===== config.mk =====
export PLATFORM = sky130hd
export DESIGN_NAME = sliding_window_min_max_avg_top_flat
export DESIGN_NICKNAME = d
export VERILOG_FILES = /design/src/design/swm_pkg.sv /design/src/design/swm_ifs.sv /design/src/design/swm_ram.sv /design/src/design/swm_div.sv /design/src/design/sliding_window_min_max_avg_top.sv /design/src/flat_wrapper.sv
export SDC_FILE = /design/constraint.sdc
export NUM_CORES = 1
export LEC_CHECK = 0
export ABC_CLOCK_PERIOD_IN_PS = 5300
export BUFFER_PORTS_ARGS = -buffer_cell sky130_fd_sc_hd__buf_2
export CELL_PAD_IN_SITES_DETAIL_PLACEMENT = 1
export CELL_PAD_IN_SITES_GLOBAL_PLACEMENT = 1
export CORE_ASPECT_RATIO = 0.6
export CORE_MARGIN = 1
export CORE_UTILIZATION = 50
export DETAILED_ROUTE_END_ITERATION = 12
export PLACE_DENSITY = 0.81
export SETUP_SLACK_MARGIN = 0.4
export SLEW_MARGIN = 10
export SYNTH_ARGS = -nofsm -noshare
export SYNTH_HDL_FRONTEND = slang
export SYNTH_HIERARCHICAL = 1
export SYNTH_SLANG_ARGS = --single-unit
export TNS_END_PERCENT = 50

===== constraint.sdc =====
create_clock -name clk -period 5.3 [get_ports clk]
set_input_delay 0 -clock clk [delete_from_list [all_inputs] [get_ports clk]]
set_output_delay 0 -clock clk [all_outputs]
set_load 0.1 [all_outputs]

===== src/design/swm_pkg.sv =====
// Shared constants and types of the sliding-window statistics block.
package swm_pkg;

	localparam int CFG_W = 5;
	localparam int CNT_W = 5;
	localparam logic [CFG_W-1:0] SIZE_RESET = 5'd12;

	typedef struct packed {
		logic busy;
		logic done;
	} div_status_t;

endpackage


===== src/design/swm_ifs.sv =====
// Channel interfaces: sample input, statistics output, window size write.
interface swm_sample_if #(parameter int SAMPLE_BITS = 10);
	logic                   valid;
	logic                   ready;
	logic [SAMPLE_BITS-1:0] wind_speed;
	modport source (output valid, output wind_speed, input ready);
	modport sink   (input valid, input wind_speed, output ready);
endinterface

interface swm_stats_if #(parameter int SAMPLE_BITS = 10);
	logic                     valid;
	logic                     ready;
	logic [SAMPLE_BITS-1:0]   max_speed;
	logic [SAMPLE_BITS-1:0]   min_speed;
	logic [SAMPLE_BITS-1:0]   avg_speed;
	logic [swm_pkg::CNT_W-1:0] held_count;
	modport source (output valid, output max_speed, output min_speed, output avg_speed,
		output held_count, input ready);
	modport sink   (input valid, input max_speed, input min_speed, input avg_speed,
		input held_count, output ready);
endinterface

interface swm_cfg_if;
	logic                      valid;
	logic                      ready;
	logic [swm_pkg::CFG_W-1:0] window_size;
	modport source (output valid, output window_size, input ready);
	modport sink   (input valid, input window_size, output ready);
endinterface


===== src/design/swm_ram.sv =====
// Generic simple dual-port RAM, one write and one registered read port.
module swm_ram #(
	parameter int WIDTH = 10,
	parameter int DEPTH = 16
) (
	input  logic                     clk,
	input  logic                     we,
	input  logic [$clog2(DEPTH)-1:0] waddr,
	input  logic [WIDTH-1:0]         wdata,
	input  logic [$clog2(DEPTH)-1:0] raddr,
	output logic [WIDTH-1:0]         rdata
);

	logic [WIDTH-1:0] mem_q [DEPTH];

	always_ff @(posedge clk) begin
		if (we) begin
			mem_q[waddr] <= wdata;
		end
		rdata <= mem_q[raddr];
	end

endmodule


===== src/design/swm_div.sv =====
// Restoring divider, one quotient bit per cycle.
module swm_div #(
	parameter int DW = 16,
	parameter int VW = 6
) (
	input  logic                 clk,
	input  logic                 arst_n,
	input  logic                 start,
	input  logic [DW-1:0]        dividend,
	input  logic [VW-1:0]        divisor,
	output swm_pkg::div_status_t status,
	output logic [DW-1:0]        quotient
);
	import swm_pkg::*;

	localparam int CW = $clog2(DW + 1);

	logic [VW-1:0] rem_q;
	logic [DW-1:0] quo_q;
	logic [CW-1:0] cnt_q;
	logic          busy_q;
	logic          done_q;
	logic [VW:0]   trial;
	logic [VW:0]   diff;
	logic          take;

	assign trial = {rem_q, quo_q[DW-1]};
	assign diff  = trial - {1'b0, divisor};
	assign take  = trial >= {1'b0, divisor};

	always_ff @(posedge clk or negedge arst_n) begin
		if (!arst_n) begin
			busy_q <= 1'b0;
			done_q <= 1'b0;
			cnt_q  <= '0;
		end else begin
			done_q <= 1'b0;
			if (start) begin
				busy_q <= 1'b1;
				cnt_q  <= CW'(DW);
			end else if (busy_q) begin
				cnt_q <= cnt_q - CW'(1);
				if (cnt_q == CW'(1)) begin
					busy_q <= 1'b0;
					done_q <= 1'b1;
				end
			end
		end
	end

	always_ff @(posedge clk) begin
		if (start) begin
			rem_q <= '0;
			quo_q <= dividend;
		end else if (busy_q) begin
			// remainder stays below divisor, so the low VW bits suffice
			rem_q <= take ? diff[VW-1:0] : trial[VW-1:0];
			quo_q <= {quo_q[DW-2:0], take};
		end
	end

	assign status.busy = busy_q;
	assign status.done = done_q;
	assign quotient    = quo_q;

endmodule


===== src/design/sliding_window_min_max_avg_top.sv =====
// Sliding-window min, max and mean over wind speed samples, ring kept in a RAM.
//
//  channel    | dir | payload                                        | ready
//  -----------+-----+------------------------------------------------+--------------
//  sample_in  | in  | wind_speed                                     | idle only
//  stats_out  | out | max_speed, min_speed, avg_speed, held_count    | from sink
//  cfg        | in  | window_size                                    | always high
//
// One sample at a time: accept, old-entry read when full, store, ring walk through the
// RAM read port, serial divide, finish. The result sits in an output register; a stalled
// sink holds it and blocks only the finish step. Reset sets window size 12 and an empty
// window; RAM needs no clearing.
module sliding_window_min_max_avg_top #(
	parameter int MAX_WINDOW  = 16,
	parameter int SAMPLE_BITS = 10
) (
	input  logic         clk,
	input  logic         arst_n,
	swm_sample_if.sink   sample_in,
	swm_stats_if.source  stats_out,
	swm_cfg_if.sink      cfg
);
	import swm_pkg::*;

	localparam int AW    = $clog2(MAX_WINDOW);
	localparam int SUM_W = SAMPLE_BITS + CNT_W;
	localparam int DW    = SUM_W + 1;
	localparam int VW    = CNT_W + 1;

	localparam logic [2:0] S_IDLE  = 3'd0;
	localparam logic [2:0] S_RDOLD = 3'd1;
	localparam logic [2:0] S_STORE = 3'd2;
	localparam logic [2:0] S_WALK  = 3'd3;
	localparam logic [2:0] S_DIV   = 3'd4;
	localparam logic [2:0] S_FIN   = 3'd5;

	function automatic logic [CNT_W-1:0] ring_next(input logic [CNT_W-1:0] pos,
		input logic [CNT_W-1:0] ws);
		logic [CNT_W:0] n;
		n = {1'b0, pos} + (CNT_W+1)'(1);
		ring_next = (n >= {1'b0, ws}) ? '0 : n[CNT_W-1:0];
	endfunction

	logic [2:0]             state_q;
	logic [CFG_W-1:0]       ws_q;
	logic [CNT_W-1:0]       oldest_q;
	logic [CNT_W-1:0]       fill_q;
	logic [SUM_W-1:0]       sum_q;
	logic [SAMPLE_BITS-1:0] sample_q;
	logic [CNT_W-1:0]       slot_q;
	logic                   full_q;
	logic [CNT_W-1:0]       k_q;
	logic [CNT_W-1:0]       ptr_q;
	logic                   pend_q;
	logic [SAMPLE_BITS-1:0] hi_q;
	logic [SAMPLE_BITS-1:0] lo_q;

	logic                   out_valid_q;
	logic [SAMPLE_BITS-1:0] max_q;
	logic [SAMPLE_BITS-1:0] min_q;
	logic [SAMPLE_BITS-1:0] avg_q;
	logic [CNT_W-1:0]       held_q;

	logic [CNT_W-1:0]       wsize;
	logic [CNT_W-1:0]       oldest_c;
	logic [CNT_W-1:0]       fill_c;
	logic                   full_c;
	logic [CNT_W:0]         pos_sum;
	logic [CNT_W-1:0]       slot_c;

	logic                   ram_we;
	logic [AW-1:0]          ram_raddr;
	logic [SAMPLE_BITS-1:0] ram_rdata;

	logic                   div_start;
	logic [DW-1:0]          div_quo;
	div_status_t            div_st;

	logic                   in_xfer;
	logic                   walk_end;
	logic                   load_out;

	// zero acts as one, oversize saturates
	always_comb begin
		if (ws_q == '0) begin
			wsize = CNT_W'(1);
		end else if (int'(ws_q) > MAX_WINDOW) begin
			wsize = CNT_W'(MAX_WINDOW);
		end else begin
			wsize = ws_q;
		end
	end

	always_comb begin
		oldest_c = (oldest_q >= wsize) ? '0 : oldest_q;
		fill_c   = (fill_q > wsize) ? wsize : fill_q;
		full_c   = (fill_c == wsize);
		pos_sum  = {1'b0, oldest_c} + {1'b0, fill_c};
		if (pos_sum >= {1'b0, wsize}) begin
			pos_sum = pos_sum - {1'b0, wsize};
		end
		slot_c = full_c ? oldest_c : pos_sum[CNT_W-1:0];
	end

	assign in_xfer         = sample_in.valid && sample_in.ready;
	assign sample_in.ready = (state_q == S_IDLE) && !div_st.busy;
	assign cfg.ready       = 1'b1;
	assign walk_end        = (state_q == S_WALK) && (k_q == fill_q) && !pend_q;
	assign div_start       = walk_end;
	assign load_out        = (state_q == S_FIN) && (!out_valid_q || stats_out.ready);
	assign ram_we          = (state_q == S_STORE);
	assign ram_raddr       = (state_q == S_RDOLD) ? AW'(slot_q) : AW'(ptr_q);

	always_ff @(posedge clk or negedge arst_n) begin
		if (!arst_n) begin
			state_q     <= S_IDLE;
			ws_q        <= SIZE_RESET;
			oldest_q    <= '0;
			fill_q      <= '0;
			sum_q       <= '0;
			k_q         <= '0;
			pend_q      <= 1'b0;
			out_valid_q <= 1'b0;
		end else begin
			if (load_out) begin
				out_valid_q <= 1'b1;
			end else if (stats_out.ready) begin
				out_valid_q <= 1'b0;
			end

			if (cfg.valid && cfg.ready) begin
				ws_q     <= cfg.window_size;
				oldest_q <= '0;
				fill_q   <= '0;
				sum_q    <= '0;
			end else begin
				unique case (state_q)
					S_IDLE: begin
						if (in_xfer) begin
							if (full_c) begin
								oldest_q <= ring_next(oldest_c, wsize);
								fill_q   <= fill_c;
								state_q  <= S_RDOLD;
							end else begin
								oldest_q <= oldest_c;
								fill_q   <= fill_c + CNT_W'(1);
								state_q  <= S_STORE;
							end
						end
					end
					S_RDOLD: begin
						state_q <= S_STORE;
					end
					S_STORE: begin
						// read data holds the dropped entry when the window was full
						sum_q   <= sum_q - (full_q ? SUM_W'(ram_rdata) : '0)
							+ SUM_W'(sample_q);
						k_q     <= '0;
						pend_q  <= 1'b0;
						state_q <= S_WALK;
					end
					S_WALK: begin
						pend_q <= (k_q != fill_q);
						if (k_q != fill_q) begin
							k_q <= k_q + CNT_W'(1);
						end
						if (walk_end) begin
							state_q <= S_DIV;
						end
					end
					S_DIV: begin
						if (div_st.done) begin
							state_q <= S_FIN;
						end
					end
					S_FIN: begin
						if (load_out) begin
							state_q <= S_IDLE;
						end
					end
					default: begin
						state_q <= S_IDLE;
					end
				endcase
			end
		end
	end

	// datapath registers, no reset needed
	always_ff @(posedge clk) begin
		if (in_xfer) begin
			sample_q <= sample_in.wind_speed;
			slot_q   <= slot_c;
			full_q   <= full_c;
		end
		if (state_q == S_STORE) begin
			ptr_q <= oldest_q;
			hi_q  <= sample_q;
			lo_q  <= sample_q;
		end else if (state_q == S_WALK) begin
			if (k_q != fill_q) begin
				ptr_q <= ring_next(ptr_q, wsize);
			end
			if (pend_q) begin
				if (ram_rdata > hi_q) begin
					hi_q <= ram_rdata;
				end
				if (ram_rdata < lo_q) begin
					lo_q <= ram_rdata;
				end
			end
		end
		if (load_out) begin
			max_q  <= hi_q;
			min_q  <= lo_q;
			avg_q  <= div_quo[SAMPLE_BITS-1:0];
			held_q <= fill_q;
		end
	end

	swm_ram #(
		.WIDTH(SAMPLE_BITS),
		.DEPTH(MAX_WINDOW)
	) u_ram (
		.clk  (clk),
		.we   (ram_we),
		.waddr(AW'(slot_q)),
		.wdata(sample_q),
		.raddr(ram_raddr),
		.rdata(ram_rdata)
	);

	// mean rounded half up: (2*sum + n) / (2*n)
	swm_div #(
		.DW(DW),
		.VW(VW)
	) u_div (
		.clk     (clk),
		.arst_n  (arst_n),
		.start   (div_start),
		.dividend({sum_q, 1'b0} + DW'(fill_q)),
		.divisor ({fill_q, 1'b0}),
		.status  (div_st),
		.quotient(div_quo)
	);

	assign stats_out.valid      = out_valid_q;
	assign stats_out.max_speed  = max_q;
	assign stats_out.min_speed  = min_q;
	assign stats_out.avg_speed  = avg_q;
	assign stats_out.held_count = held_q;

endmodule


===== src/flat_wrapper.sv =====
// flat-port wrapper written by rule: the top's interface ports become plain ports
module sliding_window_min_max_avg_top_flat import swm_pkg::*;
#(
	parameter int MAX_WINDOW  = 16,
	parameter int SAMPLE_BITS = 10
)
  (clk, arst_n, sample_in_valid, sample_in_wind_speed, sample_in_ready, stats_out_valid, stats_out_max_speed, stats_out_min_speed, stats_out_avg_speed, stats_out_held_count, stats_out_ready, cfg_valid, cfg_window_size, cfg_ready);
  swm_sample_if #(.SAMPLE_BITS(SAMPLE_BITS)) sample_in_i ();
  swm_stats_if #(.SAMPLE_BITS(SAMPLE_BITS)) stats_out_i ();
  swm_cfg_if cfg_i ();
  input  logic clk;
  input  logic arst_n;
  input wire logic [$bits(sample_in_i.valid)-1:0] sample_in_valid;
  input wire logic [$bits(sample_in_i.wind_speed)-1:0] sample_in_wind_speed;
  output wire logic [$bits(sample_in_i.ready)-1:0] sample_in_ready;
  output wire logic [$bits(stats_out_i.valid)-1:0] stats_out_valid;
  output wire logic [$bits(stats_out_i.max_speed)-1:0] stats_out_max_speed;
  output wire logic [$bits(stats_out_i.min_speed)-1:0] stats_out_min_speed;
  output wire logic [$bits(stats_out_i.avg_speed)-1:0] stats_out_avg_speed;
  output wire logic [$bits(stats_out_i.held_count)-1:0] stats_out_held_count;
  input wire logic [$bits(stats_out_i.ready)-1:0] stats_out_ready;
  input wire logic [$bits(cfg_i.valid)-1:0] cfg_valid;
  input wire logic [$bits(cfg_i.window_size)-1:0] cfg_window_size;
  output wire logic [$bits(cfg_i.ready)-1:0] cfg_ready;
  assign sample_in_i.valid = sample_in_valid;
  assign sample_in_i.wind_speed = sample_in_wind_speed;
  assign sample_in_ready = sample_in_i.ready;
  assign stats_out_valid = stats_out_i.valid;
  assign stats_out_max_speed = stats_out_i.max_speed;
  assign stats_out_min_speed = stats_out_i.min_speed;
  assign stats_out_avg_speed = stats_out_i.avg_speed;
  assign stats_out_held_count = stats_out_i.held_count;
  assign stats_out_i.ready = stats_out_ready;
  assign cfg_i.valid = cfg_valid;
  assign cfg_i.window_size = cfg_window_size;
  assign cfg_ready = cfg_i.ready;
  sliding_window_min_max_avg_top #(.MAX_WINDOW(MAX_WINDOW), .SAMPLE_BITS(SAMPLE_BITS)) u_core (.clk(clk), .arst_n(arst_n), .sample_in(sample_in_i), .stats_out(stats_out_i), .cfg(cfg_i));
endmodule

; Word level (Yosys, flattened, before mapping)
; Memories as Yosys holds them, arrays and structs flattened. A register that Yosys moved wholly into a read port is not among the register bits.
; Index checks and enable logic that the tools add are counted.
[op_classes]
n_mux = 55
mul = 0
bitwise = 1
add_sub_neg = 11
eq_ne = 14
n_lt_le_gt_ge = 9
n_reduce_logical = 28
n_shift = 0
div = 0
[ops]
columns = operator, n
row1 = 5-bit two-way mux, 20
row2 = 10-bit two-way mux, 9
row3 = 16-bit two-way mux, 2
row4 = 15-bit two-way mux, 2
row5 = 2-bit nonzero test, 10
row6 = 6-bit by 5-bit >= comparator with 1-bit output, 3
row7 = 3-bit case mux with 6 select lines, 1
row8 = 16-bit by 5-bit adder with 16-bit output, 1
row9 = 15-bit by 10-bit adder with 15-bit output, 1
row10 = 15-bit subtractor, 1
row11 = 5-bit by 1-bit adder with 6-bit output (second input constant), 2
row12 = 3-bit two-way mux, 4
row13 = 4-bit two-way mux, 3
row14 = 5-bit by 1-bit adder with 5-bit output (second input constant), 2
row15 = 5-bit == test, 2
row16 = 10-bit greater-than comparator, 1
row17 = 10-bit less-than comparator, 1
row18 = 1-bit two-way mux, 10
row19 = 5-bit case mux with 2 select lines, 1
row20 = 3-bit AND reduction, 3
row21 = 7-bit by 6-bit >= comparator with 1-bit output, 1
row22 = 5-bit by 5-bit adder with 6-bit output, 1
row23 = 3-bit by 2-bit == test with 1-bit output (second input constant), 2
row24 = 3-bit == test (second input constant), 2
row25 = other kinds (22), 33
[totals]
mem_bits_rw = 160
input_bits = 20
latch_bits = 0
n_memories = 1
out_inout_bits = 38
romBits = 0
ff_bits = 144
word_cells = 142
[memory_table]
columns = memory, depth, word_bits, read_ports, rd_clocked_by_memory_dff, wr, line_no
row1 = u_core.u_ram.mem_q, 16, 10, 1, 1, 1, swm_ram.sv:14  ; logic [WIDTH-1:0] mem_q [DEPTH];

; Logic depth before layout (Yosys ltp)
[depth]
word_depth = 12
mapped_depth = 19
ltp_nobuf = 18

; By module
; The synthesis kept the hierarchy.
[by_module_without_submodules]
columns = module, area_per_inst_um2, cells_per_inst, n_inst, seq_area_each_um2
row1 = sliding_window_min_max_avg_top, 7417.1, 733, 1, 3255.6
row2 = swm_ram, 6353.6, 279, 1, 5004.8
row3 = swm_div, 1604.0, 141, 1, 775.7

; Least setup slack after synthesis
; Ideal clock, no wire load.
[synth_path]
path_type = register -> register
start = register u_core.state_q[1]
end = register u_core.oldest_q[0]
period_less_slack_ns = 4.720
setup_slack_ns = 0.580
n_path_buf = 1
path_stages_with_launch = 9
setup_ns = 0.072
required_time_ns = 5.228
arrival_time_ns = 4.647
path_cell_list = dfrtp_1 clkbuf_1 nor4_1 nand2_1 clkinv_1 nand2_1 o21ai_0 a222oi_1 nor2_1
[synth_between]
elab_chain_cells = 5
elab_cells_between_ends = 6
cone_classes = 6 x reduce/logical
[synth_rtl]
columns = element, line_no
row1 = from (decl), sliding_window_min_max_avg_top.sv:44  ; logic [2:0] state_q;
row2 = from (signal assigned), sliding_window_min_max_avg_top.sv:116  ; state_q <= S_IDLE;
row3 = from (signal assigned), sliding_window_min_max_avg_top.sv:143  ; state_q <= S_RDOLD;
row4 = from (signal assigned), sliding_window_min_max_avg_top.sv:147  ; state_q <= S_STORE;
row5 = 3-bit zero test, sliding_window_min_max_avg_top.sv:106  ; assign sample_in.ready = (state_q == S_IDLE) && !div_st.busy;
row6 = 1-bit logical AND, sliding_window_min_max_avg_top.sv:106
row7 = net sample_in_ready, flat_wrapper.sv:15  ; output wire logic [$bits(sample_in_i.ready)-1:0] sample_in_ready;
row8 = 1-bit logical AND, sliding_window_min_max_avg_top.sv:105  ; assign in_xfer = sample_in.valid && sample_in.ready;
row9 = net u_core.in_xfer, sliding_window_min_max_avg_top.sv:79  ; logic in_xfer;
row10 = 2-bit nonzero test (no source line), --
row11 = 2-bit AND reduction (no source line), --
row12 = to (signal assigned), sliding_window_min_max_avg_top.sv:141  ; oldest_q <= ring_next(oldest_c, wsize);
row13 = to (signal assigned), sliding_window_min_max_avg_top.sv:145  ; oldest_q <= oldest_c;
row14 = to (decl), sliding_window_min_max_avg_top.sv:46  ; logic [CNT_W-1:0] oldest_q;
; The timed path passes the listed nets, and every way through them passes these cells.
; A chain may end at the register's enable or synchronous reset.

; Worst setup path after layout
[layout_path]
start = register u_core.ws_q[2]
end = register u_core.slot_q[1] (data pin)
[layout_between]
elab_chain_cells = 9
elab_cells_between_ends = 14
cone_classes = 2 x add/sub / 4 x order compare / 1 x eq/ne / 6 x mux / 1 x reduce/logical
[layout_rtl]
columns = element, line_no
row1 = from (decl), sliding_window_min_max_avg_top.sv:45  ; logic [CFG_W-1:0] ws_q;
row2 = from (signal assigned), sliding_window_min_max_avg_top.sv:132  ; ws_q <= cfg.window_size;
row3 = 5-bit greater-than comparator, sliding_window_min_max_avg_top.sv:87  ; end else if (int'(ws_q) > MAX_WINDOW) begin
row4 = 5-bit two-way mux, sliding_window_min_max_avg_top.sv:87
row5 = 5-bit two-way mux (*), sliding_window_min_max_avg_top.sv:85  ; if (ws_q == '0) begin
row6 = 5-bit >= comparator / 5-bit greater-than comparator (equally long branches), "sliding_window_min_max_avg_top.sv:95, sliding_window_min_max_avg_top.sv:96"
row7 = "5-bit two-way mux, on equally long branches", "sliding_window_min_max_avg_top.sv:95, sliding_window_min_max_avg_top.sv:96"
row8 = 5-bit by 5-bit adder with 6-bit output, sliding_window_min_max_avg_top.sv:98  ; pos_sum = {1'b0, oldest_c} + {1'b0, fill_c};
row9 = 6-bit by 5-bit >= comparator with 1-bit output / 4-bit subtractor (equally long branches), "sliding_window_min_max_avg_top.sv:99, sliding_window_min_max_avg_top.sv:100"
row10 = 4-bit two-way mux, sliding_window_min_max_avg_top.sv:99  ; if (pos_sum >= {1'b0, wsize}) begin
row11 = 4-bit two-way mux (*), sliding_window_min_max_avg_top.sv:102  ; slot_c = full_c ? oldest_c : pos_sum[CNT_W-1:0];
row12 = net u_core.slot_c[1], sliding_window_min_max_avg_top.sv:69  ; logic [CNT_W-1:0] slot_c;
row13 = to (signal assigned), sliding_window_min_max_avg_top.sv:193  ; slot_q <= slot_c;
row14 = to (decl), sliding_window_min_max_avg_top.sv:50  ; logic [CNT_W-1:0] slot_q;
; The timed path passes the listed nets; every way through them passes the cells marked *.

==> flow_summary.yaml <==
run_status:
  status: "finished, final reports clean"
synthesis:
  yosysTopAreaCell: "edfxtp_1"
  synth_edf_count: 251
  ys_async_sr_fraction_pct: 15.0
  syn_avg_cell_area_sq_um: 13.3
  syn_area_sq_um: 15400
  synth-seq-cells: 314
  ys_seq_area_share_pct: 58.8
  yosysWarnings: 6
  synthTopCellsByArea: "edfxtp_1 49%, dfrtp_1 7.3%, ha_1 6.8%"
  synthCells: 1153
  synth_adder_area_share_pct: 8.66
  synth_most_common_cell: "edfxtp_1"
  synth_commonest_cells: "251 x edfxtp_1, 104 x inv_1, 93 x nand2_1, 84 x ha_1, 57 x nor2_1"
  synthMuxAreaShare_pct: 8.56
  ys_types: 73
  synth_flop_cell: "edfxtp_1"
  synth_compound_area_share_pct: 8.03
  yosysTopAreaCellShare_pct: 49.0
  synth-simple-area-share_pct: 8.73
  synthXorXnorAreaFrac_pct: 3.08
  synth_top_family_by_area: "simple AND/OR/NAND/NOR gates"
cts:
  clock_sinks: 314
  clk_path_buf_depth: 3
  cts_tree: "done"
  cts_buffers: 30
  clock_latency_ns: 0.57
  path_clk_slew_ns: 0.07
  htree_levels: 1
  root_buffer: "clkbuf_16"
critical_path:
  cp.arrival_ns: 5.05
  critPathLaunchType: "flop"
  cp_slowest_cell: "dfstp_2"
  cp_max_fo: 6
  path_cells: "nor2b_4, inv_1, ha_1, a211oi_1, nor2_1, o21a_2, mux2_2, ha_2, fa_1, inv_1, fa_1, nand2_1, nand3_1, a21boi_0, a2111oi_2, buf_4, or2_2, a31oi_1"
  required_ns: 5.71
  criticalPathCategory: "reg -> reg"
  cpPeakStageDelay_ns: 0.54
  worstSetupEndpointType: "flop"
floorplan:
  start_util_pct: 51.1
  die_w_um: 228
  die_height_um: 138
  core_sq_um: 30100
  io_pins: 58
  row_count: 49
  die_area_sq_um: 31500
route:
  drt-initial-drc-count: 623
  antenna_left: 0
  vias: 9790
  viasPerCell: 5.80
  routed_wl_um: 38200
  drc: 0
  dr.pass1.iters: 4
  routedWlPerCell_um: 22.6
finish:
  filler_cell_count: 2984
  nNetsFinal: 1373
  final_area_sq_um: 17600
  syn_to_final_growth_pct: 14.3
  drive_gt1_share_pct: 17.4
  num_antenna_cells: 0
global_routing:
  grt_max_degree: 48
  grt_pass1_vias: 10176
  grt_usage_pct: 25.0
  grt-ovfl-total: 0
  grt_pass1_wl_um: 59600
  antenna_found_initial: 0
timing:
  setup_viol_count_final: 0
  hold_viol_final: 0
  tightest_slew_ns: 1.31
  max_freq_mhz: 216
  finalCritPeriodShare_pct: 87.4
  setup-tns-final_ns: 0
  finalCriticalPeriod_ns: 4.63
  skew_ns: 0.0159
  drv_slew: 0
  slew_headroom_pct: 12.1
  rsz0062_at_grt: "no"
job:
  maxCapViolations: 0
power:
  leakagePower_nw: 6.93
  ir_worst_vdd_mv: 0.370
  power_density_nw_per_um2: 573
placed_design:
  gp_congestion: 0.844
  place_area_sq_um: 16200
  hpwl_um: 26100
  portBuffers: 56
min_path:
  worstHoldPathType: "in -> reg"
## flip-flops by register name (all words and copies together) (netlist names), 5 cells and up
register,count
u_core/ptr_q,5
u_core/k_q,5
u_core/oldest_q,5
u_core/u_div/quotient,16
u_core/lo_q,10
u_core/stats_out.held_count,5
u_core/ws_q,5
u_core/fill_q,5
u_core/u_ram/rdata,10
u_core/stats_out.min_speed,10
u_core/u_ram/mem_q,160
u_core/u_div/cnt_q,5
u_core/u_div/rem_q,6
u_core/sample_q,10
u_core/stats_out.avg_speed,10
u_core/sum_q,15
u_core/hi_q,10
u_core/stats_out.max_speed,10
## critical path: cells and delay by family, from the launching register on
kind,cells,cell delay [ns]
AND/OR/NAND/NOR,5,0.73
AO/OA/AOI/OAI,5,1.04
multiplexers,1,0.33
buffers and inverters,3,0.34
adder cells (fa/ha/maj),4,1.49
flip-flops,1,0.54
## worst paths after layout
kind / slack [ns] / endpoint / cells after the start / startpoint
worst max-delay path: 0.67 / u_core/slot_q[1] / 18 / u_core/ws_q[2]
worst min-delay path: 0.06 / u_core/oldest_q[0] / 2 / cfg_valid
worst max register to register: 0.67 / u_core/slot_q[1] / 18 / u_core/ws_q[2]
worst min register to register: 0.46 / u_core/stats_out.max_speed[9] / 0 / u_core/hi_q[9]
max in group asynchronous: 4.75 / u_core/sum_q[9] / 3 / arst_n
min in group asynchronous: 0.08 / u_core/ws_q[1] / 3 / arst_n
## cells in the final DEF (no fill, tap or decap), types with 7 or more instances in the layout
master         Yosys  routed
a211oi_1           9       9
a21o_1            16      16
a21oi_1           47      47
a22oi_1           22      22
and2_1            17      16
buf_2              4      56
buf_4              5      35
bufinv_16          0       8
clkbuf_16          0      31
dfrtp_1           45      45
dfxtp_1           16      16
dlygate4sd3_1      0      17
edfxtp_1         251     251
fa_1              14      14
ha_1              84      83
inv_1            104     103
mux2_2            24      24
mux2i_1           10      10
mux4_1            12      12
mux4_2            28      28
nand2_1           93      93
nand2b_1          15      15
nand3_1           15      15
nand4_1            7       7
nor2_1            57      55
nor2b_1           15      14
nor3_1            17      17
nor3b_1            7       7
o211ai_1           7       7
o21ai_0           47      47
xnor2_1           35      35
xor2_1            19      19
## layout make-up
cell class	instances	area (sq um)	share of cell area (%)
repair buffers	110	744	4.24
clock inverters	19	317	1.80
inverters	105	397	2.26
flip-flops and latches	314	9040	51.4
well taps	408	510	2.90
multi-input cells	694	5730	32.6
clock buffers	37	838	4.77
## where the power goes
group / switching [mW] / internal [mW] / total (mW)
registers: 0.370 / 3.25 / 3.62
logic: 2.38 / 1.61 / 3.99
clock network: 0.961 / 1.52 / 2.48
## what timing repair did
item | in CTS | in global routing
setup buffers | 0 | 4
setup endpoints to repair | 4 | 4
pin swaps | 0 | 4
hold endpoints to repair | 63 | 0
hold buffers | 17 | 0
resized for setup | 2 | 8
## per-layer routing
layer,vias up,GRT usage [%],wire (um)
met1,5052,36.8,18600
met2,233,39.6,17100
met5,-,0,0
li1,4445,-,-
met3,60,3.93,1890
met4,0,5.00,674
## logic make-up (layout without fill, tap and decap cells)
kind of cell | Yosys count | count (layout)
buffers and inverters | 146 | 271
and+or+nand+nor | 275 | 275
adders and majority gates | 98 | 98
AOI/OAI and AO/OA | 190 | 190
xor gates and xnor gates | 54 | 54
muxes | 74 | 74
DFF | 314 | 314
other | 2 | 3
## through the flow
stage	power (mW)	setup slack [ns]	hold slack, ns	instances	util, %
floorplan	6.51	0.580	-0.296	1154	-
global placement	7.34	0.595	0.143	1610	53.8
detailed placement	7.54	0.375	0.152	1610	53.8
CTS	10.1	0.443	0.0540	1683	58.2
global route	10.6	0.446	0.123	1687	58.4
finish	10.1	0.669	0.0601	1687	58.4
No activity file was read; power rests on OpenSTA's default activity.
